`src/hdl/video_frame_packetizer_macros.svh`:
```
// Assertion helpers for the video frame packetizer.
// Each macro needs clk and arst_n in scope.
`ifndef VIDEO_FRAME_PACKETIZER_MACROS_SVH
`define VIDEO_FRAME_PACKETIZER_MACROS_SVH

`ifndef SYNTHESIS
`define VFP_ASSERT_IMPLIES(lbl, ante, cons, msg) \
	lbl: assert property (@(posedge clk) disable iff (!arst_n) (ante) |-> (cons)) \
		else $error(msg);
`define VFP_ASSERT_NEXT(lbl, ante, cons, msg) \
	lbl: assert property (@(posedge clk) disable iff (!arst_n) (ante) |=> (cons)) \
		else $error(msg);
`else
`define VFP_ASSERT_IMPLIES(lbl, ante, cons, msg)
`define VFP_ASSERT_NEXT(lbl, ante, cons, msg)
`endif

`endif

```
`src/hdl/vfp_pkg.sv`:
```
package vfp_pkg;

	// Packet geometry
	localparam int unsigned PACKET_BYTES = 32768;
	localparam int unsigned HEADER_BYTES = 17;
	localparam int unsigned FILL_W       = 17;
	localparam int unsigned IDX_W        = $clog2(HEADER_BYTES + 1);

	// Byte index at which the back end shows the payload byte
	localparam logic [IDX_W-1:0] PAYLOAD_IDX = IDX_W'(HEADER_BYTES);

	// Start code of every frame header
	localparam logic [31:0] START_CODE = 32'h0000_01FC;

	// Queue between front and back end
	localparam int unsigned QUEUE_DEPTH = 4;
	localparam int unsigned QUEUE_AW    = $clog2(QUEUE_DEPTH);

	// One classified item: a payload byte, optionally led by a header
	typedef struct packed {
		logic        hdr;
		logic [7:0]  data_byte;
		logic        pend;
		logic        fend;
		logic [31:0] fsize;
		logic [31:0] stamp;
		logic [31:0] fcount;
		logic [7:0]  ftype;
	} entry_t;

	// Queue status toward the front end
	typedef struct packed {
		logic full;
		logic valid;
	} queue_stat_t;

	// Pick one header byte, big-endian, index 0 is the first byte sent
	function automatic logic [7:0] hdr_byte(entry_t e, logic [IDX_W-1:0] idx);
		logic [8*HEADER_BYTES-1:0] hdr;
		logic [IDX_W-1:0]          pos;
		logic [7:0]                res;
		hdr = {START_CODE, e.fsize, e.stamp, e.fcount, e.ftype};
		pos = IDX_W'(HEADER_BYTES - 1) - idx;
		res = 8'h00;
		for (int i = 0; i < HEADER_BYTES; i++) begin
			if (pos == IDX_W'(i)) begin
				res = hdr[8*i +: 8];
			end
		end
		return res;
	endfunction

endpackage

```
`src/hdl/video_frame_packetizer.sv`:
```
// Channel   Port group          Payload (low bit first)
// input     s_tvalid/s_tready   tdata: data_byte, frame_size, timestamp_ms; tuser: frame_first
// output    m_tvalid/m_tready   tdata: out_byte; tlast: packet_end; tuser: frame_end, run_last
// config    cfg_we              cfg_wdata: header type byte
//
// A payload item is one output byte; the first item of a frame is led by
// 17 header bytes from the back end's byte sequencer, then the payload.
// The front end takes one item per cycle while the four-entry queue has room.
// arst_n clears frame counter, open-frame state, queue and output valid.
// A stalled m_tready holds the current byte; the front keeps filling the queue.
`include "video_frame_packetizer_macros.svh"

module video_frame_packetizer (
	input  logic        clk,
	input  logic        arst_n,
	input  logic        cfg_we,
	input  logic [7:0]  cfg_wdata,     // header type byte
	input  logic        s_tvalid,
	output logic        s_tready,
	input  logic [71:0] s_tdata,       // data_byte[7:0], frame_size[39:8], timestamp_ms[71:40]
	input  logic        s_tuser,       // frame_first
	output logic        m_tvalid,
	input  logic        m_tready,
	output logic [7:0]  m_tdata,       // out_byte
	output logic        m_tlast,       // packet_end
	output logic [1:0]  m_tuser        // frame_end[0], run_last[1]
);

	vfp_pkg::entry_t      push_entry;
	vfp_pkg::entry_t      head;
	vfp_pkg::queue_stat_t q_stat;
	logic                 push;
	logic                 pop;
	logic                 frame_end;
	logic                 run_last;

	vfp_front u_front (
		.clk          (clk),
		.arst_n       (arst_n),
		.cfg_we       (cfg_we),
		.cfg_wdata    (cfg_wdata),
		.in_valid     (s_tvalid),
		.in_ready     (s_tready),
		.data_byte    (s_tdata[7:0]),
		.frame_first  (s_tuser),
		.frame_size   (s_tdata[39:8]),
		.timestamp_ms (s_tdata[71:40]),
		.q_stat       (q_stat),
		.push         (push),
		.push_entry   (push_entry)
	);

	vfp_queue u_queue (
		.clk        (clk),
		.arst_n     (arst_n),
		.push       (push),
		.push_entry (push_entry),
		.pop        (pop),
		.head       (head),
		.stat       (q_stat)
	);

	vfp_back u_back (
		.clk        (clk),
		.arst_n     (arst_n),
		.head       (head),
		.q_stat     (q_stat),
		.pop        (pop),
		.out_valid  (m_tvalid),
		.out_ready  (m_tready),
		.out_byte   (m_tdata),
		.packet_end (m_tlast),
		.frame_end  (frame_end),
		.run_last   (run_last)
	);

	assign m_tuser = {run_last, frame_end};

	// Front end never pushes into a full queue
	`VFP_ASSERT_IMPLIES(a_no_overflow, push, !q_stat.full, "push into full queue")
	// Header bytes never close a packet or a frame
	`VFP_ASSERT_IMPLIES(a_hdr_open, m_tvalid && !run_last, !m_tlast && !frame_end, "header byte marked as end")
	// Frame end always closes the packet
	`VFP_ASSERT_IMPLIES(a_fend_pend, m_tvalid && frame_end, m_tlast, "frame end without packet end")
	// A popped entry is shown on the output the cycle after the pop
	`VFP_ASSERT_NEXT(a_load, pop, m_tvalid, "popped entry not shown")

endmodule

```
`src/hdl/vfp_front.sv`:
```
module vfp_front (
	input  logic            clk,
	input  logic            arst_n,
	input  logic            cfg_we,
	input  logic [7:0]      cfg_wdata,
	input  logic            in_valid,
	output logic            in_ready,
	input  logic [7:0]      data_byte,
	input  logic            frame_first,
	input  logic [31:0]     frame_size,
	input  logic [31:0]     timestamp_ms,
	input  vfp_pkg::queue_stat_t q_stat,
	output logic            push,
	output vfp_pkg::entry_t push_entry
);

	logic [7:0]                   type_byte_q;
	logic [31:0]                  frame_counter_q;
	logic [31:0]                  bytes_remaining_q;
	logic [vfp_pkg::FILL_W-1:0]   packet_fill_q;

	logic                         accept;
	logic [31:0]                  cnt_next;
	logic [31:0]                  rem_base;
	logic [31:0]                  rem_new;
	logic [vfp_pkg::FILL_W-1:0]   fill_base;
	logic [vfp_pkg::FILL_W-1:0]   fill_new;
	logic                         emit;
	logic                         fend;
	logic                         pend;

	assign in_ready = !q_stat.full;
	assign accept   = in_valid && in_ready;

	// Classify the item against the open frame
	always_comb begin
		cnt_next  = frame_counter_q + 32'd1;
		rem_base  = frame_first ? frame_size : bytes_remaining_q;
		fill_base = frame_first ? vfp_pkg::FILL_W'(vfp_pkg::HEADER_BYTES) : packet_fill_q;
		emit      = (rem_base != 32'd0);
		rem_new   = rem_base - 32'd1;
		fill_new  = fill_base + vfp_pkg::FILL_W'(1);
		fend      = (rem_base == 32'd1);
		pend      = fend || (fill_new >= vfp_pkg::FILL_W'(vfp_pkg::PACKET_BYTES));
	end

	// Build the queue entry
	always_comb begin
		push_entry.hdr       = frame_first;
		push_entry.data_byte = data_byte;
		push_entry.pend      = pend;
		push_entry.fend      = fend;
		push_entry.fsize     = frame_size;
		push_entry.stamp     = timestamp_ms;
		push_entry.fcount    = cnt_next;
		push_entry.ftype     = type_byte_q;
	end

	assign push = accept && emit;

	// Hold the type register
	always_ff @(posedge clk or negedge arst_n) begin
		if (!arst_n) begin
			type_byte_q <= 8'h00;
		end else if (cfg_we) begin
			type_byte_q <= cfg_wdata;
		end
	end

	// Advance frame state on each accepted item
	always_ff @(posedge clk or negedge arst_n) begin
		if (!arst_n) begin
			frame_counter_q   <= 32'd0;
			bytes_remaining_q <= 32'd0;
			packet_fill_q     <= '0;
		end else if (accept) begin
			if (frame_first) begin
				frame_counter_q <= cnt_next;
			end
			if (emit) begin
				bytes_remaining_q <= rem_new;
				packet_fill_q     <= pend ? '0 : fill_new;
			end else if (frame_first) begin
				bytes_remaining_q <= 32'd0;
				packet_fill_q     <= '0;
			end
		end
	end

endmodule

```
`src/hdl/vfp_queue.sv`:
```
module vfp_queue (
	input  logic                  clk,
	input  logic                  arst_n,
	input  logic                  push,
	input  vfp_pkg::entry_t       push_entry,
	input  logic                  pop,
	output vfp_pkg::entry_t       head,
	output vfp_pkg::queue_stat_t  stat
);

	localparam int unsigned CNT_W = $clog2(vfp_pkg::QUEUE_DEPTH + 1);

	vfp_pkg::entry_t                slots_q [vfp_pkg::QUEUE_DEPTH];
	logic [vfp_pkg::QUEUE_AW-1:0]   wr_ptr_q;
	logic [vfp_pkg::QUEUE_AW-1:0]   rd_ptr_q;
	logic [CNT_W-1:0]               count_q;
	logic                           do_push;
	logic                           do_pop;

	assign stat.full  = (count_q == CNT_W'(vfp_pkg::QUEUE_DEPTH));
	assign stat.valid = (count_q != '0);
	assign head       = slots_q[rd_ptr_q];
	assign do_push    = push && !stat.full;
	assign do_pop     = pop && stat.valid;

	// Store the pushed entry
	always_ff @(posedge clk) begin
		if (do_push) begin
			slots_q[wr_ptr_q] <= push_entry;
		end
	end

	// Advance pointers and fill count
	always_ff @(posedge clk or negedge arst_n) begin
		if (!arst_n) begin
			wr_ptr_q <= '0;
			rd_ptr_q <= '0;
			count_q  <= '0;
		end else begin
			if (do_push) begin
				wr_ptr_q <= wr_ptr_q + vfp_pkg::QUEUE_AW'(1);
			end
			if (do_pop) begin
				rd_ptr_q <= rd_ptr_q + vfp_pkg::QUEUE_AW'(1);
			end
			if (do_push && !do_pop) begin
				count_q <= count_q + CNT_W'(1);
			end else if (do_pop && !do_push) begin
				count_q <= count_q - CNT_W'(1);
			end
		end
	end

endmodule

```
`src/hdl/vfp_back.sv`:
```
module vfp_back (
	input  logic                  clk,
	input  logic                  arst_n,
	input  vfp_pkg::entry_t       head,
	input  vfp_pkg::queue_stat_t  q_stat,
	output logic                  pop,
	output logic                  out_valid,
	input  logic                  out_ready,
	output logic [7:0]            out_byte,
	output logic                  packet_end,
	output logic                  frame_end,
	output logic                  run_last
);

	vfp_pkg::entry_t               cur_q;
	logic                          valid_q;
	logic [vfp_pkg::IDX_W-1:0]     idx_q;
	logic                          at_payload;
	logic                          done;

	assign at_payload = (idx_q == vfp_pkg::PAYLOAD_IDX);
	assign done       = valid_q && out_ready && at_payload;
	assign pop        = q_stat.valid && (!valid_q || done);

	// Drive the current byte
	assign out_valid  = valid_q;
	assign out_byte   = at_payload ? cur_q.data_byte : vfp_pkg::hdr_byte(cur_q, idx_q);
	assign packet_end = at_payload && cur_q.pend;
	assign frame_end  = at_payload && cur_q.fend;
	assign run_last   = at_payload;

	// Hold the entry in flight
	always_ff @(posedge clk) begin
		if (pop) begin
			cur_q <= head;
		end
	end

	// Step through header bytes, load the next entry after the payload byte
	always_ff @(posedge clk or negedge arst_n) begin
		if (!arst_n) begin
			valid_q <= 1'b0;
			idx_q   <= vfp_pkg::PAYLOAD_IDX;
		end else if (pop) begin
			valid_q <= 1'b1;
			idx_q   <= head.hdr ? '0 : vfp_pkg::PAYLOAD_IDX;
		end else if (done) begin
			valid_q <= 1'b0;
		end else if (valid_q && out_ready) begin
			idx_q <= idx_q + vfp_pkg::IDX_W'(1);
		end
	end

endmodule

```
`config.mk`:
```
export PLATFORM = sky130hd
export DESIGN_NAME = video_frame_packetizer
export DESIGN_NICKNAME = d
export VERILOG_FILES = /design/src/hdl/vfp_pkg.sv /design/src/hdl/video_frame_packetizer.sv /design/src/hdl/vfp_front.sv /design/src/hdl/vfp_queue.sv /design/src/hdl/vfp_back.sv
export VERILOG_INCLUDE_DIRS = /design/src /design/src/hdl
export SDC_FILE = /design/constraint.sdc
export NUM_CORES = 1
export LEC_CHECK = 0
export ABC_AREA = 0
export BUFFER_PORTS_ARGS = -buffer_cell sky130_fd_sc_hd__buf_2
export CORE_MARGIN = 2
export CORE_UTILIZATION = 60
export DETAILED_ROUTE_END_ITERATION = 8
export MAX_ROUTING_LAYER = met4
export PLACE_DENSITY = 0.77
export SYNTH_ARGS = -nofsm -noshare
export SYNTH_HDL_FRONTEND = slang
export SYNTH_HIERARCHICAL = 1
export SYNTH_SLANG_ARGS = --single-unit
```
`constraint.sdc`:
```
create_clock -name clk -period 13.4 [get_ports clk]
set_input_delay 2.01 -clock clk [delete_from_list [all_inputs] [get_ports clk]]
set_output_delay 2.01 -clock clk [all_outputs]
set_load 0.02 [all_outputs]
```
Word level (Yosys, flattened, before mapping):

Memories as Yosys holds them, arrays and structs flattened.
Cells that the tools add are included.

* register bits: 216
* RAM bits: 460
* logic and storage cells: 109
* memories: 1

Memories
* u_queue.slots_q: depth 4, bits a word 115, rd ports 1, clocked after Yosys merged registers in 0, write ports 1, line vfp_queue.sv:13 `vfp_pkg::entry_t slots_q [vfp_pkg::QUEUE_DEPTH];`

* add/subtract/negate cells: 9
* $lt $le $gt $ge: 1
* equal/unequal tests: 20
* muxes and demuxes: 35
* reduce and logical (&&, ||, !) cells: 27

Operators by type and width (number)
* two-way mux 8 bit: 18
* two-way mux 32 bit: 3
* two-way mux 17 bit: 4
* == test 5 x 4 -> 1 bit (second input constant): 8
* adder 32 x 1 -> 32 bit (second input constant): 1
* == test 32 x 1 -> 1 bit (second input constant): 1
* nonzero test 32 bit: 1
* subtractor 32 x 1 -> 32 bit (second input constant): 1
* == test 5 x 3 -> 1 bit (second input constant): 4
* two-way mux 5 bit: 4
* adder 17 x 1 -> 17 bit (second input constant): 1
* >= comparator 17 x 16 -> 1 bit (second input constant): 1
* logical AND 1 bit: 11
* == test 5 x 2 -> 1 bit (second input constant): 2
* == test 5 bit (second input constant): 2
* nonzero test 2 bit: 4
* two-way mux 3 bit: 2
* AND reduction 2 bit: 3
* adder 5 x 1 -> 5 bit (second input constant): 1
* == test 5 x 1 -> 1 bit (second input constant): 1
* logical NOT 5 bit: 1
* subtractor 5 bit (first input constant): 1
* adder 2 x 1 -> 2 bit (second input constant): 2
* logical NOT 1 bit: 4
* other kinds (7): 11

Logic depth before layout (Yosys ltp):

* depth after elaboration: 20
* mapped depth: 23

Cells and area by module:

Netlist, hierarchy kept.

Modules (own cells, without submodules)
* vfp_queue: instances 1, cells an instance 636, area each 16971.3 um^2, sequential area each 13988.4 um^2
* vfp_front: instances 1, cells an instance 763, area each 6478.7 um^2, sequential area each 2227.1 um^2
* vfp_back: instances 1, cells an instance 431, area each 5479.0 um^2, sequential area each 3575.9 um^2
* video_frame_packetizer: instances 1, cells an instance 2, area each 15.0 um^2, sequential area each 0.0 um^2

Worst setup path before layout:

OpenSTA, ideal clock, no wires.

* kind: input to register
* start: in m_tready
* end: reg u_queue.count_q[1]
* library setup time: 0.125 ns
* arrival time: 8.917 ns
* required time: 13.275 ns
* path slack: 4.358 ns
* stages: 7
* buffers on the path: 0
* path through: a21boi_0 -> nor2b_1 -> nand2_1 -> ha_1 -> inv_1 -> fa_1 -> mux2_2

* cells in the longest elaborated chain, start to end: 8
* elaborated cells on any way between the ends: 10

RTL lines
* from (decl): line video_frame_packetizer.sv:23 `input logic m_tready,`
* logical AND 1 bit * (2 in a row): line vfp_back.sv:22 `assign done = valid_q && out_ready && at_payload;`
* logical OR 1 bit *: line vfp_back.sv:23 `assign pop = q_stat.valid && (!valid_q || done);`
* logical AND 1 bit *: line vfp_back.sv:23
* via pop: line video_frame_packetizer.sv:33 `logic pop;`
* logical AND 1 bit *: line vfp_queue.sv:24 `assign do_pop = pop && stat.valid;`
* logical NOT 1 bit: line vfp_queue.sv:46 `if (do_push && !do_pop) begin`
* logical AND 1 bit: line vfp_queue.sv:46
* two-way mux 3 bit or nonzero test 2 bit (tied branches)
* to (signal assigned): line vfp_queue.sv:47 `count_q <= count_q + CNT_W'(1);`
* to (signal assigned): line vfp_queue.sv:49 `count_q <= count_q - CNT_W'(1);`
* to (decl): line vfp_queue.sv:16 `logic [CNT_W-1:0] count_q;`

Mark *: on every way through the listed nets, which the timed path passes. The rest lies on a longest branch.
A chain may end at the register's enable or synchronous reset.

Final worst setup path:

* start: in s_tuser
* end: mem u_queue/slots_q[1][9] in the netlist's numbering (enable)

* cells in the longest elaborated chain, start to end: 6

RTL lines
* from (decl): line video_frame_packetizer.sv:21 `input logic s_tuser,`
* two-way mux 32 bit: line vfp_front.sv:38 `rem_base = frame_first ? frame_size : bytes_remaining_q;`
* nonzero test 32 bit: line vfp_front.sv:40 `emit = (rem_base != 32'd0);`
* logical AND 1 bit: line vfp_front.sv:59 `assign push = accept && emit;`
* via push: line video_frame_packetizer.sv:32 `logic push;`
* logical AND 1 bit: line vfp_queue.sv:23 `assign do_push = push && !stat.full;`
* two-way mux 1 bit: line vfp_queue.sv:28 `if (do_push) begin`
* two-way mux 1 bit (not written as such): line vfp_queue.sv:29 `slots_q[wr_ptr_q] <= push_entry;`
* to (decl): line vfp_queue.sv:13

The timed path passes the listed nets, and every way through them passes these cells.

==> metrics.cfg <==
[status]
status=completed

[synthesis]
synthFlopType=edfxtp_1
ys_warn_count=6
synth-async-reset-ratio=0.1509
seq_area_frac_synth=0.6838
syn_nets=1936
ys_ff_latch=676
netlist_area_um2=28940
synthCells=1832
ys_types=93
synth.avg_cell_area_um2=15.80
synth_edf_count=574

[sta]
clock_skew_ns=0.02852
drv_slew=0
period_minus_slack_ns=7.330
tns_ns=0
slew_headroom=0.3507
final-hold-violation-count=0
timing.final.crit_share=0.5470
setup_ws_ns=6.070
fmax_mhz=136.4
setup_viol=0
rsz0062_at_grt=false
tightestPinTransition_ns=0.9739

[floorplan]
start_util=0.6075
die_h_um=223.6
io_pins=99
rows=80
core_um2=47650
fp.dieArea_um2=50010
die_x_um=223.6

[detailed_routing]
drt-initial-drc-count=1606
dr.pass1.iters=5
antenna_left=0
wl_per_cell_um=25.53
wl_um=64780
viasPerCell=6.489
drc=0
vias=16460

[layout]
layout-drive-gt1-share=0.2042
nets=1966
final_area_um2=31730
syn_to_final_growth_pct=9.627

[min_path]
min_path_cells=1
hold_path_end=u_front/frame_counter_q[31]
hold_path.startpoint=u_front/frame_counter_q[31]
hold_path.class=reg2reg

[global_routing]
grt_max_degree=71
grt.total_usage=0.2727
grt_pass1_wl_um=99230
grt_pass1_vias=16150
overflow=0
antenna_found_initial=1

[cts]
cts_root_buf=clkbuf_16
cts_buffer_depth=3
clk_pin_slew_ns=0.06
cts_hold_buf=0
insertion_delay_ns=0.61
cts_resized=0
postCtsSetupBuffers=0
cts_buffers=70
cts_num_sinks=676
cts_tree=built
cts_htree_levels=3

[flow_run]
max-cap-violations=0

[worst_setup_path]
rrSetupSlack_ns=8.27
cp_max_fo=66
cp_data_required_time_ns=13.61
setup.worst_path.class=in2reg
reg2reg_from=u_front/bytes_remaining_q[4]
worstPathArrival_ns=7.54
cp-start-kind=input pin
reg2reg_depth=9
rr_endpoint=u_queue/slots_q[1][9]
crit_path_start=s_tuser
worstSetupEndpointType=flop

[place]
place_congestion=0.9556
placed_cell_area_um2=29410
portBuffers=98
hpwl_um=39420
pre_cts_slack_ns=5.546

[power_and_ir_drop]
power_leakage_nw=10.97
powerDensity_nw_per_um2=216.9
ir_worst_vdd_v=0.0001206

[Yosys cell counts, types with 15 or more instances]
master | count | area share
clkbuf_1 | 44 | 0.0057
edfxtp_1 | 574 | 0.60
xnor2_1 | 49 | 0.015
nor2_1 | 85 | 0.011
a21oi_1 | 67 | 0.012
inv_1 | 26 | 0.0034
o22ai_1 | 17 | 0.0037
nand2_1 | 91 | 0.012
buf_4 | 80 | 0.021
o21ai_0 | 73 | 0.013
a22oi_1 | 16 | 0.0042
ha_1 | 17 | 0.0073
nand3_1 | 49 | 0.0085
buf_2 | 22 | 0.0038
nor3_1 | 45 | 0.0078
mux4_2 | 115 | 0.089
xor2_1 | 50 | 0.015
or3_1 | 15 | 0.0032
dfrtp_1 | 100 | 0.086
o21ai_1 | 21 | 0.0036
[sequential cells by signal (all words and copies together) (netlist names)]
name and count:
u_front/packet_fill_q 17, u_front/frame_counter_q 32, u_back/out_valid 1, u_queue/rd_ptr_q 2, u_back/cur_q 114, u_front/bytes_remaining_q 32
u_queue/slots_q 460, u_back/idx_q 5, u_front/type_byte_q 8, u_queue/wr_ptr_q 2, u_queue/count_q 3
[critical path: stages]
cell and delay [ns]:
buf_4 0.46, buf_4 0.64, nor3_1 0.15, o22ai_1 0.52, nor3_1 0.25, nand3_1 0.41, nand2_1 0.13, inv_1 0.58
nor2b_1 0.59, and2_4 0.88, buf_4 0.85
[per-stage QoR]
step	utilization	power [W]	instances	hold slack, ns
floorplan	-	0.004395	1832	0.4453
CTS	0.6659	0.006919	2535	0.4933
finish	0.6660	0.006883	2537	0.4996
detailed placement	0.6172	0.004946	2405	0.4729
global route	0.6659	0.007166	2536	0.5160
global placement	0.6172	0.004894	2405	0.4663
[power by group]
part	total [W]	internal, W	switching [W]
registers	0.00309	0.00284	0.000253
clock network	0.00194	0.00113	0.000806
logic	0.00185	0.000708	0.00115
[metal layers]
layer / track usage / routed length (um) / vias up
li1: - / - / 7146
met3: 0.04328 / 4859 / 102
met2: 0.4211 / 31200 / 767
met1: 0.3847 / 27080 / 8447
met4: 0.07591 / 1639 / 0
met5: - / 0 / -
[cell usage in the layout, fill, tap and decap left out, types with 8 or more instances in the layout]
cell type	count
a22oi_1	16
mux4_2	115
nor3b_1	12
clkinv_2	8
nor3_1	45
nand2b_1	10
nand3_1	49
o21ai_0	73
inv_1	26
nand4_1	14
nor2b_1	13
o21ai_1	21
buf_2	96
and3_1	8
a21oi_1	67
mux2_2	12
xnor2_1	49
edfxtp_1	574
a31oi_1	8
a32oi_1	8
buf_4	25
mux2i_1	14
nor4_1	9
nor2_1	85
and2_1	8
nand2_1	91
clkbuf_1	22
o22ai_1	17
dfrtp_1	98
xor2_1	50
or3_1	15
ha_1	17
clkbuf_16	71
clkbuf_8	8
[how the worst max path moves through the flow]
stage                     depth (start not counted)  slack (ns)                      to
after floorplan                                   7        4.36      u_queue/count_q[1]
after global placement                           11        5.69  u_queue/slots_q[1][52]
after detailed placement                         11        5.55  u_queue/slots_q[1][43]
after CTS                                        11        6.11   u_queue/slots_q[1][9]
after global routing                             11        5.69   u_queue/slots_q[1][9]
final                                            11        6.07   u_queue/slots_q[1][9]
[layout make-up]
type | instances | area [um2]
Antenna cell | 2 | 5.005
Clock inverter | 29 | 349.1
Sequential cell | 676 | 19800
Clock buffer | 101 | 1969
Tap cell | 615 | 769.5
Inverter | 27 | 101.3
Fill cell | 3144 | 15920
Multi-Input combinational cell | 966 | 8069
Timing Repair Buffer | 121 | 668.1
[kinds of logic after synthesis]
group           share of synthesized area
compound gates                    0.06532
buf+inv                           0.03804
simple gates                      0.07491
xor+xnor                          0.03052
flops                              0.6838
mux                               0.09938
fa+ha+maj                        0.008040
No activity file was read; power rests on OpenSTA's default activity.
